==> src/rtl/admf_pkg.sv <==
// Package for the arcade drive mixer filter: register indexes, reset values
// and port constants. No dependencies.
package admf_pkg;

    // Default data path sizes
    localparam int PULSE_BITS_DEF  = 12;
    localparam int ALPHA_SHIFT_DEF = 8;

    // Fixed register field widths
    localparam int DEAD_BAND_BITS = 10;
    localparam int ALPHA_BITS     = 9;

    // Configuration port
    localparam int CFG_INDEX_BITS = 3;
    localparam int CFG_DATA_BITS  = 16;

    localparam logic [CFG_INDEX_BITS-1:0] REG_PULSE_CENTER = 3'd0;
    localparam logic [CFG_INDEX_BITS-1:0] REG_DEAD_BAND    = 3'd1;
    localparam logic [CFG_INDEX_BITS-1:0] REG_PULSE_MIN    = 3'd2;
    localparam logic [CFG_INDEX_BITS-1:0] REG_PULSE_MAX    = 3'd3;
    localparam logic [CFG_INDEX_BITS-1:0] REG_SMOOTH_ALPHA = 3'd4;

    // Register reset values
    localparam int RST_PULSE_CENTER = 1500;
    localparam int RST_DEAD_BAND    = 50;
    localparam int RST_PULSE_MIN    = 1000;
    localparam int RST_PULSE_MAX    = 2000;
    localparam int RST_SMOOTH_ALPHA = 64;

endpackage

==> src/rtl/admf_if.sv <==
// Channel interfaces: command input, drive result output, register writes.
// Depends on admf_pkg.
interface admf_cmd_if
    import admf_pkg::*;
#(
    parameter int PULSE_BITS = PULSE_BITS_DEF
);
    logic                  valid;
    logic                  ready;
    logic [PULSE_BITS-1:0] throttle_pulse;
    logic [PULSE_BITS-1:0] steering_pulse;

    modport source (output valid, throttle_pulse, steering_pulse, input ready);
    modport sink   (input valid, throttle_pulse, steering_pulse, output ready);
endinterface

interface admf_drive_if
    import admf_pkg::*;
#(
    parameter int PULSE_BITS = PULSE_BITS_DEF
);
    logic                  valid;
    logic                  ready;
    logic [PULSE_BITS-1:0] left_drive;
    logic [PULSE_BITS-1:0] right_drive;
    logic [PULSE_BITS-1:0] left_smoothed;
    logic [PULSE_BITS-1:0] right_smoothed;

    modport source (output valid, left_drive, right_drive, left_smoothed,
                    right_smoothed, input ready);
    modport sink   (input valid, left_drive, right_drive, left_smoothed,
                    right_smoothed, output ready);
endinterface

interface admf_cfg_if
    import admf_pkg::*;
();
    logic                      valid;
    logic                      ready;
    logic [CFG_INDEX_BITS-1:0] index;
    logic [CFG_DATA_BITS-1:0]  data;

    modport source (output valid, index, data, input ready);
    modport sink   (input valid, index, data, output ready);
endinterface

==> src/rtl/admf_mix.sv <==
// Mixer: centers throttle and steering, applies the input deadband, forms
// left/right sums and maps them to stop, clamp or pass. Uses admf_pkg.
module admf_mix
    import admf_pkg::*;
#(
    parameter int PULSE_BITS = PULSE_BITS_DEF
) (
    input  logic [PULSE_BITS-1:0]     i_throttle,
    input  logic [PULSE_BITS-1:0]     i_steering,
    input  logic [PULSE_BITS-1:0]     i_center,
    input  logic [DEAD_BAND_BITS-1:0] i_band,
    input  logic [PULSE_BITS-1:0]     i_min,
    input  logic [PULSE_BITS-1:0]     i_max,
    output logic [PULSE_BITS-1:0]     o_left,
    output logic [PULSE_BITS-1:0]     o_right
);

    // Signed width with headroom for center +/- band and the two sums
    localparam int SW = ((PULSE_BITS > DEAD_BAND_BITS) ? PULSE_BITS : DEAD_BAND_BITS) + 4;

    logic signed [SW-1:0] w_c;
    logic signed [SW-1:0] w_b;
    logic signed [SW-1:0] w_min;
    logic signed [SW-1:0] w_max;
    logic signed [SW-1:0] w_lo;
    logic signed [SW-1:0] w_hi;
    logic signed [SW-1:0] w_thr;
    logic signed [SW-1:0] w_ste;
    logic signed [SW-1:0] w_thr_z;
    logic signed [SW-1:0] w_ste_z;
    logic signed [SW-1:0] w_sum_l;
    logic signed [SW-1:0] w_sum_r;

    // Stop zone first, then low clamp, then high clamp
    function automatic logic [PULSE_BITS-1:0] limit_drive(
        input logic signed [SW-1:0] v,
        input logic signed [SW-1:0] lo,
        input logic signed [SW-1:0] hi,
        input logic signed [SW-1:0] vmin,
        input logic signed [SW-1:0] vmax
    );
        logic [PULSE_BITS-1:0] res;
        if (v >= lo && v <= hi) begin
            res = '0;
        end else if (v < vmin) begin
            res = vmin[PULSE_BITS-1:0];
        end else if (v > vmax) begin
            res = vmax[PULSE_BITS-1:0];
        end else begin
            res = v[PULSE_BITS-1:0];
        end
        return res;
    endfunction

    // Extend register values into the signed domain
    assign w_c   = SW'(i_center);
    assign w_b   = SW'(i_band);
    assign w_min = SW'(i_min);
    assign w_max = SW'(i_max);
    assign w_lo  = w_c - w_b;
    assign w_hi  = w_c + w_b;

    // Center the commands and zero anything strictly inside the band
    assign w_thr   = SW'(i_throttle) - w_c;
    assign w_ste   = SW'(i_steering) - w_c;
    assign w_thr_z = (w_thr > -w_b && w_thr < w_b) ? '0 : w_thr;
    assign w_ste_z = (w_ste > -w_b && w_ste < w_b) ? '0 : w_ste;

    // Differential mix, re-centered
    assign w_sum_l = w_thr_z + w_ste_z + w_c;
    assign w_sum_r = w_thr_z - w_ste_z + w_c;

    assign o_left  = limit_drive(w_sum_l, w_lo, w_hi, w_min, w_max);
    assign o_right = limit_drive(w_sum_r, w_lo, w_hi, w_min, w_max);

endmodule

==> src/rtl/arcade_drive_mixer_filter.sv <==
// A command transaction accepted into the input stage register is loaded into the
// result register and is then offered on the drive output.
// Throughput: one transaction per clock while the output is not stalled; the filter
// feedback closes within the result stage. A stalled output holds while one more command waits.
// Reset (synchronous, active low): registers take their defaults, filters clear
// to zero, both pipeline stages empty. Uses admf_pkg, admf_if.sv and admf_mix.
module arcade_drive_mixer_filter
    import admf_pkg::*;
#(
    parameter int PULSE_BITS  = PULSE_BITS_DEF,
    parameter int ALPHA_SHIFT = ALPHA_SHIFT_DEF
) (
    input  logic i_clk,
    input  logic i_rst_n,
    admf_cfg_if.sink     i_cfg,
    admf_cmd_if.sink     i_cmd,
    admf_drive_if.source o_drive
);

    localparam int AW = ALPHA_SHIFT + 1;
    localparam int CW = (AW > ALPHA_BITS) ? AW : ALPHA_BITS;
    localparam int PW = PULSE_BITS + AW + 1;
    localparam logic [AW-1:0] ALPHA_ONE = AW'(1) << ALPHA_SHIFT;

    // Configuration registers
    logic [PULSE_BITS-1:0]     r_center;
    logic [DEAD_BAND_BITS-1:0] r_band;
    logic [PULSE_BITS-1:0]     r_min;
    logic [PULSE_BITS-1:0]     r_max;
    logic [ALPHA_BITS-1:0]     r_alpha;

    // Input stage
    logic                  r_in_valid;
    logic [PULSE_BITS-1:0] r_in_thr;
    logic [PULSE_BITS-1:0] r_in_ste;

    // Result stage and filter state
    logic                  r_out_valid;
    logic [PULSE_BITS-1:0] r_left;
    logic [PULSE_BITS-1:0] r_right;
    logic [PULSE_BITS-1:0] r_left_filt;
    logic [PULSE_BITS-1:0] r_right_filt;
    logic [PULSE_BITS-1:0] n_left_filt;
    logic [PULSE_BITS-1:0] n_right_filt;

    logic                  w_out_free;
    logic                  w_move;
    logic [AW-1:0]         w_alpha;
    logic [PULSE_BITS-1:0] w_left;
    logic [PULSE_BITS-1:0] w_right;

    // First-order low-pass step
    function automatic logic [PULSE_BITS-1:0] smooth(
        input logic [PULSE_BITS-1:0] x,
        input logic [PULSE_BITS-1:0] prev,
        input logic [AW-1:0]         a
    );
        logic [PW-1:0] acc;
        acc = PW'(x) * PW'(a) + PW'(prev) * PW'(ALPHA_ONE - a);
        return acc[ALPHA_SHIFT +: PULSE_BITS];
    endfunction

    // Register writes
    assign i_cfg.ready = 1'b1;

    always_ff @(posedge i_clk) begin
        if (!i_rst_n) begin
            r_center <= PULSE_BITS'(RST_PULSE_CENTER);
            r_band   <= DEAD_BAND_BITS'(RST_DEAD_BAND);
            r_min    <= PULSE_BITS'(RST_PULSE_MIN);
            r_max    <= PULSE_BITS'(RST_PULSE_MAX);
            r_alpha  <= ALPHA_BITS'(RST_SMOOTH_ALPHA);
        end else if (i_cfg.valid) begin
            unique case (i_cfg.index)
                REG_PULSE_CENTER: r_center <= i_cfg.data[PULSE_BITS-1:0];
                REG_DEAD_BAND:    r_band   <= i_cfg.data[DEAD_BAND_BITS-1:0];
                REG_PULSE_MIN:    r_min    <= i_cfg.data[PULSE_BITS-1:0];
                REG_PULSE_MAX:    r_max    <= i_cfg.data[PULSE_BITS-1:0];
                REG_SMOOTH_ALPHA: r_alpha  <= i_cfg.data[ALPHA_BITS-1:0];
                default: ;
            endcase
        end
    end

    // Pipeline flow control
    assign w_out_free  = !r_out_valid || o_drive.ready;
    assign w_move      = r_in_valid && w_out_free;
    assign i_cmd.ready = !r_in_valid || w_out_free;

    // Capture command transactions
    always_ff @(posedge i_clk) begin
        if (!i_rst_n) begin
            r_in_valid <= 1'b0;
        end else if (i_cmd.ready) begin
            r_in_valid <= i_cmd.valid;
        end
    end

    always_ff @(posedge i_clk) begin
        if (i_cmd.valid && i_cmd.ready) begin
            r_in_thr <= i_cmd.throttle_pulse;
            r_in_ste <= i_cmd.steering_pulse;
        end
    end

    // Mix, deadband and clamp
    admf_mix #(
        .PULSE_BITS (PULSE_BITS)
    ) u_mix (
        .i_throttle (r_in_thr),
        .i_steering (r_in_ste),
        .i_center   (r_center),
        .i_band     (r_band),
        .i_min      (r_min),
        .i_max      (r_max),
        .o_left     (w_left),
        .o_right    (w_right)
    );

    // Saturate alpha at unity, then filter
    assign w_alpha      = (CW'(r_alpha) > CW'(ALPHA_ONE)) ? ALPHA_ONE : AW'(r_alpha);
    assign n_left_filt  = smooth(w_left, r_left_filt, w_alpha);
    assign n_right_filt = smooth(w_right, r_right_filt, w_alpha);

    // Result register and filter state advance together
    always_ff @(posedge i_clk) begin
        if (!i_rst_n) begin
            r_out_valid  <= 1'b0;
            r_left_filt  <= '0;
            r_right_filt <= '0;
        end else begin
            if (w_out_free) begin
                r_out_valid <= r_in_valid;
            end
            if (w_move) begin
                r_left_filt  <= n_left_filt;
                r_right_filt <= n_right_filt;
            end
        end
    end

    always_ff @(posedge i_clk) begin
        if (w_move) begin
            r_left  <= w_left;
            r_right <= w_right;
        end
    end

    assign o_drive.valid          = r_out_valid;
    assign o_drive.left_drive     = r_left;
    assign o_drive.right_drive    = r_right;
    assign o_drive.left_smoothed  = r_left_filt;
    assign o_drive.right_smoothed = r_right_filt;

endmodule

==> src/flat_wrapper.sv <==
// flat-port wrapper written by rule: the top's interface ports become plain ports
module arcade_drive_mixer_filter_flat import admf_pkg::*;
#(
    parameter int PULSE_BITS  = PULSE_BITS_DEF,
    parameter int ALPHA_SHIFT = ALPHA_SHIFT_DEF
)
  (i_clk, i_rst_n, i_cfg_valid, i_cfg_index, i_cfg_data, i_cfg_ready, i_cmd_valid, i_cmd_throttle_pulse, i_cmd_steering_pulse, i_cmd_ready, o_drive_valid, o_drive_left_drive, o_drive_right_drive, o_drive_left_smoothed, o_drive_right_smoothed, o_drive_ready);
  admf_cfg_if i_cfg_i ();
  admf_cmd_if #(.PULSE_BITS(PULSE_BITS)) i_cmd_i ();
  admf_drive_if #(.PULSE_BITS(PULSE_BITS)) o_drive_i ();
  input  logic i_clk;
  input  logic i_rst_n;
  input wire logic [$bits(i_cfg_i.valid)-1:0] i_cfg_valid;
  input wire logic [$bits(i_cfg_i.index)-1:0] i_cfg_index;
  input wire logic [$bits(i_cfg_i.data)-1:0] i_cfg_data;
  output wire logic [$bits(i_cfg_i.ready)-1:0] i_cfg_ready;
  input wire logic [$bits(i_cmd_i.valid)-1:0] i_cmd_valid;
  input wire logic [$bits(i_cmd_i.throttle_pulse)-1:0] i_cmd_throttle_pulse;
  input wire logic [$bits(i_cmd_i.steering_pulse)-1:0] i_cmd_steering_pulse;
  output wire logic [$bits(i_cmd_i.ready)-1:0] i_cmd_ready;
  output wire logic [$bits(o_drive_i.valid)-1:0] o_drive_valid;
  output wire logic [$bits(o_drive_i.left_drive)-1:0] o_drive_left_drive;
  output wire logic [$bits(o_drive_i.right_drive)-1:0] o_drive_right_drive;
  output wire logic [$bits(o_drive_i.left_smoothed)-1:0] o_drive_left_smoothed;
  output wire logic [$bits(o_drive_i.right_smoothed)-1:0] o_drive_right_smoothed;
  input wire logic [$bits(o_drive_i.ready)-1:0] o_drive_ready;
  assign i_cfg_i.valid = i_cfg_valid;
  assign i_cfg_i.index = i_cfg_index;
  assign i_cfg_i.data = i_cfg_data;
  assign i_cfg_ready = i_cfg_i.ready;
  assign i_cmd_i.valid = i_cmd_valid;
  assign i_cmd_i.throttle_pulse = i_cmd_throttle_pulse;
  assign i_cmd_i.steering_pulse = i_cmd_steering_pulse;
  assign i_cmd_ready = i_cmd_i.ready;
  assign o_drive_valid = o_drive_i.valid;
  assign o_drive_left_drive = o_drive_i.left_drive;
  assign o_drive_right_drive = o_drive_i.right_drive;
  assign o_drive_left_smoothed = o_drive_i.left_smoothed;
  assign o_drive_right_smoothed = o_drive_i.right_smoothed;
  assign o_drive_i.ready = o_drive_ready;
  arcade_drive_mixer_filter #(.PULSE_BITS(PULSE_BITS), .ALPHA_SHIFT(ALPHA_SHIFT)) u_core (.i_clk(i_clk), .i_rst_n(i_rst_n), .i_cfg(i_cfg_i), .i_cmd(i_cmd_i), .o_drive(o_drive_i));
endmodule
==> config.mk <==
export PLATFORM = sky130hd
export DESIGN_NAME = arcade_drive_mixer_filter_flat
export DESIGN_NICKNAME = d
export VERILOG_FILES = /design/src/rtl/admf_pkg.sv /design/src/rtl/admf_if.sv /design/src/rtl/admf_mix.sv /design/src/rtl/arcade_drive_mixer_filter.sv /design/src/flat_wrapper.sv
export SDC_FILE = /design/constraint.sdc
export NUM_CORES = 2
export LEC_CHECK = 0
export BUFFER_PORTS_ARGS = -buffer_cell sky130_fd_sc_hd__buf_2
export CORE_AREA = 8 8 284 424
export DETAILED_ROUTE_END_ITERATION = 7
export DIE_AREA = 0 0 292 432
export GPL_TIMING_DRIVEN = 0
export SETUP_SLACK_MARGIN = 0.05
export SLEW_MARGIN = 20
export SYNTH_ARGS = -nofsm -noshare
export SYNTH_HDL_FRONTEND = slang
export SYNTH_SLANG_ARGS = --single-unit
==> constraint.sdc <==
create_clock -name i_clk -period 16.5 [get_ports i_clk]
set_input_delay 1.65 -clock i_clk [delete_from_list [all_inputs] [get_ports i_clk]]
set_output_delay 1.65 -clock i_clk [all_outputs]
set_load 0.03 [all_outputs]
After elaboration in Yosys (flattened, before gate mapping)

Cells that the tools add are included.

Register bits after elaboration: 129
Latch bits: 0
RAM bits: 0
Bits in read-only memories: 0
Input port bits: 48
Output and inout bits: 51
Logic and storage cells: 71
Memories kept: 0

Add/sub/neg operators: 12
$mul: 4
Div/mod/pow operators: 0
$lt $le $gt $ge: 13
Equal/unequal tests: 4
Shifts and indexed selects: 0
Multiplexer cells: 9
Bitwise gates (word level): 0
Reduce and logical (&&, ||, !) cells: 16

Operators with widths:

| operator                                              | count |
|---|---|
| two-way mux 12 bit                                    | 6 |
| multiplier 12 x 22 -> 20 bit                          | 2 |
| adder 20 bit                                          | 2 |
| multiplier 12 x 9 -> 20 bit                           | 2 |
| adder 16 x 13 -> 16 bit                               | 2 |
| greater-or-equal comparator 16 bit                    | 2 |
| greater-than comparator 13 x 16 -> 1 bit              | 2 |
| greater-than comparator 16 x 13 -> 1 bit              | 2 |
| <= comparator 16 x 14 -> 1 bit                        | 2 |
| less-than comparator 16 x 13 -> 1 bit                 | 2 |
| two-way mux 16 bit                                    | 2 |
| less-than comparator 13 x 11 -> 1 bit                 | 2 |
| subtractor 12 x 12 -> 13 bit                          | 2 |
| adder 16 bit                                          | 1 |
| negation 10 -> 16 bit                                 | 1 |
| subtractor 16 bit                                     | 1 |
| adder 12 x 10 -> 13 bit                               | 1 |
| subtractor 12 x 10 -> 13 bit                          | 1 |
| AND reduction 2 bit                                   | 5 |
| subtractor 9 x 9 -> 10 bit (first input constant)     | 1 |
| greater-than comparator 9 bit (second input constant) | 1 |
| two-way mux 9 bit                                     | 1 |
| == test 3 x 2 -> 1 bit (second input constant)        | 2 |
| logical AND 1 bit                                     | 6 |
| 5 further kinds                                       | 7 |

Logic depth before layout (Yosys ltp)

Depth in word-level cells: 12
Depth in mapped cells: 71
Gate-level depth less buffers: 68

Cells and area by module

A second synthesis with hierarchy kept.

Cells, all modules: 3160
Area total of the unflattened synthesis: 27451.3 um^2

By module, submodules not included:

| module                    | times used | cells each | area each (um^2) | seq. area each (um^2) |
|---|---|---|---|---|
| arcade_drive_mixer_filter | 1          | 2053       | 19027.0          | 3062.9 |
| admf_mix                  | 1          | 1107       | 8424.3           | 0.0 |

Least setup slack after synthesis

OpenSTA, ideal clock, no wires.

Path type: reg-to-reg
From: register u_core.r_center[1]
To: register u_core.r_left_filt[11] (netlist: u_core.o_drive.left_smoothed[11])
Setup time: 0.078 ns
Arrival: 14.461 ns
Required time: 16.422 ns
Path slack: 1.961 ns
Cell stages (with the launch flop): 69
Path buffers: 2
Clock period less this slack: 14.539 ns
Cell sequence: dfxtp_1 -> inv_1 -> ha_1 -> nor2b_1 -> o21ai_0 -> a21boi_0 -> o21ai_0 -> a21boi_0 -> o2111ai_1 -> nand3_1 -> o22a_1 -> xnor2_1 -> inv_1 -> ha_1 -> o21ai_0 -> nand2b_1 -> a21oi_1 -> nor2b_1 -> [33 not listed] -> fa_1 -> inv_1 -> fa_1 -> inv_1 -> fa_1 -> inv_1 -> fa_1 -> inv_1 -> ha_1 -> or2_2 -> a21oi_1 -> a21oi_1 -> a41o_1 -> o21ai_0 -> nand2b_1 -> a21o_1 -> a21o_1 -> a31oi_1

Cells in the longest elaborated chain, start to end: 12
Elaborated cells between the ends (all ways): 24
Classes of those cells: add/sub (7); mul (1); order compare (8); mux (5); reduce/logical (3)

RTL lines:

| what                                                             | RTL line                         | RTL |
|---|---|---|
| start: declaration                                               | arcade_drive_mixer_filter.sv:26  | `logic [PULSE_BITS-1:0] r_center;` |
| start signal: assignment                                         | arcade_drive_mixer_filter.sv:68  | `r_center <= PULSE_BITS'(RST_PULSE_CENTER);` |
| start signal: assignment                                         | arcade_drive_mixer_filter.sv:75  | `REG_PULSE_CENTER: r_center <= i_cfg.data[PULSE_BITS-1:0];` |
| subtractor 12 x 12 -> 13 bit (on tied branches)                  | admf_mix.sv:64, admf_mix.sv:65   |  |
| greater-than comparator 13 x 16 -> 1 bit (tied with other cells) | admf_mix.sv:66                   | `assign w_thr_z = (w_thr > -w_b && w_thr < w_b) ? '0 : w_thr;` |
| logical AND 1 bit (on tied branches)                             | admf_mix.sv:66, admf_mix.sv:67   |  |
| two-way mux 16 bit (on tied branches)                            | admf_mix.sv:66, admf_mix.sv:67   |  |
| adder 16 bit                                                     | admf_mix.sv:70                   | `assign w_sum_l = w_thr_z + w_ste_z + w_c;` |
| adder 16 x 13 -> 16 bit                                          | admf_mix.sv:70                   |  |
| greater-than comparator 16 x 13 -> 1 bit                         | admf_mix.sv:47                   | `end else if (v > vmax) begin` |
| two-way mux 12 bit                                               | admf_mix.sv:47                   |  |
| two-way mux 12 bit                                               | admf_mix.sv:45                   | `end else if (v < vmin) begin` |
| two-way mux 12 bit (*)                                           | admf_mix.sv:43                   | `if (v >= lo && v <= hi) begin` |
| named net u_core.u_mix.o_left[9]                                 | admf_mix.sv:14                   | `output logic [PULSE_BITS-1:0] o_left,` |
| multiplier 12 x 9 -> 20 bit (*)                                  | arcade_drive_mixer_filter.sv:59  | `acc = PW'(x) * PW'(a) + PW'(prev) * PW'(ALPHA_ONE - a);` |
| adder 20 bit (*)                                                 | arcade_drive_mixer_filter.sv:59  |  |
| end signal: assignment                                           | arcade_drive_mixer_filter.sv:136 | `r_left_filt <= n_left_filt;` |
| end: declaration                                                 | arcade_drive_mixer_filter.sv:41  | `logic [PULSE_BITS-1:0] r_left_filt;` |

The timed path passes the listed nets; every way through them passes the cells marked *.
A chain may end at the register's enable or synchronous reset.

Final worst setup path

From: register u_core.r_center[0]
To: register u_core.r_left_filt[11] (netlist: u_core.o_drive.left_smoothed[11])

The elaborated chain is that of the path after synthesis.

==> impl_summary.txt <==
----------------------------------------------------
[Route]
  Number of nets still failing antenna checks after routing ... 0
  Pre-Repair DR Iteration Count ... 6
  Post-route DRC violation count ... 0
  Avg WL per Cell ... 18.0 um
  Detail-routed via count per cell ... 4.70
  WL final ... 87.9 mm
  Via count of the routed design ... 22.9k
  Detailed Route Iter0 Violations ... 1270

[STA]
  Tcrit/Tclk final ... 95.5%
  Worst relative slew slack ... 29.7%
  Worst setup skew after layout ... 0.0205 ns
  Number of slew-limit violations in the final report ... 0
  Highest Clock Rate ... 0.0635 GHz
  Hold WS ... 0.470 ns
  Finish-stage setup viols ... 0
  Measured slew at the worst slew-check pin ... 1.05 ns
  Number of hold violations in the final report ... 0
  Worst setup margin ... 0.746 ns
  Unrepaired setup endpoints after global routing ... no
  Final min period ... 15.75 ns

[Placed design]
  Post-placement worst setup slack ... -1.62 ns
  Placer congestion estimate ... 0.915
  Total half-perimeter wirelength after legalization and detailed placement ... 74.2 mm
  Total of buffers placed on input and output ports ... 92
  Inst Count DP ... 4797

[Layout]
  Filler Cells Inserted ... 12.1k
  Fin nets ... 4251
  Area taken by flip-flops and latches ... 3070 sq um
  Fraction of final layout cells with drive strength greater than 1 ... 8.51%
  Layout Cells excl Fill ... 4872
  Utilization after layout ... 28.0%
  Area of combinational cells with multiple inputs ... 22900 sq um
  Synthesis-to-layout area growth ... 12.8%

[Min path]
  Cell depth of the worst hold path ... 2
  HP Class ... flop to flop
  Hold wc startpoint ... u_core.r_alpha[5]
  Hold path endpoint ... u_core.r_alpha[5]

[Logic synthesis]
  Yosys Warn Count ... 0
  Cells after Synth ... 3204
  Number of flops mapped to enable cells by yosys ... 48
  Flops & latches, synth ... 129
  Number of unique standard cell types used by synthesis ... 89
  Share of the synthesized area in the top cell type ... 30.8%
  Most numerous cell in the Yosys netlist ... inv_1
  Area of the mapped netlist ... 28300 sq um
  Mapped Avg Cell Area ... 8.83 sq um
  Commonest cells post-synth ... inv_1, nand2_1, fa_1, ha_1, and2_1
  Most used flip-flop cell after synthesis ... dfxtp_1
  Share of synthesized flip-flops with an asynchronous set or reset ... 0%
  Top cells by area in the synthesized netlist ... fa_1, ha_1, inv_1
  Sequential fraction of the synthesis area ... 10.8%
  Leading area contributor after synthesis ... fa_1

[Floorplanning]
  DIE WIDTH ... 292 um
  Die height ... 432 um
  CORE AREA ... 114000 sq um
  Row Count ... 152
  I/O Pins ... 99
  Area enclosed by the die boundary ... 126000 sq um
  Initial core utilization ... 24.8%

[Global routing]
  Total global routing track utilization ... 13.9%
  Pin count of the biggest net entering global routing ... 26
  Met2 GRT Util ... 26.0%
  Via count of the first global-routing pass ... 24.0k
  Global-route wire length before repair ... 136 mm
  Sum of overflow across all layers after global routing ... 0
  Most used routing layer in global routing ... met2
  Global Route met1 Usage ... 15.3%
  GR Layer Usage met3 ... 2.00%
  Antenna violations before repair ... 12

[Clock tree]
  TritonCTS Buffers ... 17
  Clock sink count ... 129
  Clock transition at the register clock pins on the worst setup and hold paths after CTS ... 0.07 ns
  Max Buffers Root-to-Sink ... 2
  H-tree Lvls ... 4
  Skew-Pair Late Insertion Delay ... 0.51 ns
  CTS tree ... built
  Master cell of the clock root buffer ... clkbuf_16

[Worst setup path]
  Length in cells of the worst reg-to-reg path ... 66
  Element type at the critical path end ... flop
  CP max stage delay ... 0.61 ns
  Worst path arrival time ... 16.19 ns
  Internal reg-to-reg setup slack ... 0.75 ns
  Slowest cell on the critical path ... a211oi_4
  Max FO, Critical Path ... 10
  Kind of launch point of the worst setup path ... flop
  Worst reg2reg path startpoint ... u_core.r_center[0]
  Setup CP Type ... flop to flop
  Required time reported for the critical path endpoint ... 16.93 ns
  Reg2Reg Capture Point ... u_core.o_drive.left_smoothed[11]

[Run status]
  Status ... completed

[Flow run]
  Maximum Capacitance Violations ... 0

----------------------------------------------------
placed cells by master, fill, tap and decap left out, types with 14 or more instances in the layout:
| cell type | synthesis | layout |
|---|---|---|
| xnor2_1 | 85 | 78 |
| buf_4 | 8 | 49 |
| o211ai_1 | 27 | 27 |
| buf_2 | 3 | 95 |
| a21oi_1 | 76 | 74 |
| clkbuf_16 | 0 | 17 |
| conb_1 | 2 | 39 |
| nand4_1 | 22 | 22 |
| nor2_1 | 107 | 106 |
| xor2_1 | 19 | 19 |
| and2_1 | 129 | 128 |
| mux2i_1 | 14 | 14 |
| or2_2 | 14 | 14 |
| nand2_1 | 475 | 475 |
| o21ai_1 | 19 | 19 |
| o21ai_0 | 81 | 75 |
| edfxtp_1 | 48 | 48 |
| dfxtp_1 | 81 | 78 |
| ha_1 | 373 | 373 |
| a21o_1 | 49 | 49 |
| o21a_1 | 46 | 45 |
| nor3_1 | 55 | 55 |
| a211oi_4 | 16 | 17 |
| nand2b_1 | 25 | 25 |
| fa_1 | 435 | 435 |
| nor4_1 | 15 | 14 |
| inv_1 | 587 | 583 |
| a21boi_0 | 44 | 41 |
| clkbuf_1 | 83 | 77 |
| nand3_1 | 36 | 36 |
| nor2b_1 | 45 | 45 |
what timing repair did:
item,in CTS,in global routing
buffers inserted,4,40
setup endpoints to repair,22,18
gates resized for setup,20,48
pin swaps,4,23
hold buffers,0,0
sequential cells by signal (all words and copies together), names as in the netlist:
signal,flops
u_core.r_band,10
u_core.o_drive.right_drive,12
u_core.r_max,12
u_core.r_center,12
u_core.r_in_thr,12
u_core.r_min,12
u_core.r_alpha,9
u_core.o_drive.valid,1
u_core.o_drive.left_drive,12
u_core.o_drive.right_smoothed,12
u_core.o_drive.left_smoothed,12
u_core.r_in_valid,1
u_core.r_in_ste,12
worst max-delay path, delay by kind of cell (launching register included):
family | cells | cell delay (ns)
AO/OA/AOI/OAI | 32 | 6.70
XOR/XNOR | 2 | 0.42
AND/OR/NAND/NOR | 9 | 1.44
adder cells (fa/ha/maj) | 15 | 6.16
buffers and inverters | 8 | 0.54
flip-flops | 1 | 0.41
through the flow:
| stage | setup TNS [ns] | instance area, sq um |
|---|---|---|
| after detailed placement | -17.70 | 30800 |
| after global routing | 0 | 31900 |
| after CTS | 0 | 31400 |
| final | 0 | 31900 |
| after floorplan | 0 | 28400 |
| after global placement | -16.95 | 30700 |
kinds of logic (layout without fill, tap and decap cells):
| logic type | count (synthesis) | count (layout) | synth area share, % |
|---|---|---|---|
| other | 2 | 40 | 0.0265 |
| adder cells (fa/ha/maj) | 808 | 808 | 47.3 |
| flip-flops | 129 | 129 | 10.8 |
| buffers and inverters | 699 | 866 | 9.50 |
| multiplexers | 15 | 15 | 0.535 |
| XOR/XNOR | 104 | 104 | 3.22 |
| AO/OA/AOI/OAI | 479 | 479 | 12.6 |
| AND/OR/NAND/NOR | 968 | 968 | 16.0 |
layout make-up:
cell class	count	area share, %
plain buffers	107	1.51
clock inverters	14	0.368
inverters	590	6.95
well taps	1463	5.73
diodes	1	0.00784
repair buffers	137	2.64
flip-flops and latches	129	9.62
multi-input cells	2413	71.8
clock buffers	18	1.34
worst max path at each step:
stage                             from                          endpoint  slack, ns  cells past startpoint
finish              u_core.r_center[0]  u_core.o_drive.left_smoothed[11]       0.75                     66
detailed placement  u_core.r_center[1]  u_core.o_drive.left_smoothed[11]      -1.62                     67
global route        u_core.r_center[0]  u_core.o_drive.left_smoothed[11]       0.03                     65
CTS                 u_core.r_center[1]  u_core.o_drive.left_smoothed[11]       0.05                     66
floorplan           u_core.r_center[1]  u_core.o_drive.left_smoothed[11]       1.96                     68
global placement    u_core.r_center[1]  u_core.o_drive.left_smoothed[11]      -1.60                     67
routing by layer:
| metal | wire length [um] | share of wire (%) |
|---|---|---|
| met1 | 32600 | 37 |
| met2 | 46000 | 52 |
| met3 | 4380 | 5.0 |
| met4 | 4810 | 5.5 |
| met5 | 28 | 0.032 |
Power is left out: the tool's default activity adds up to more than one toggle a clock period on the data nets, which glitch-free logic cannot reach.
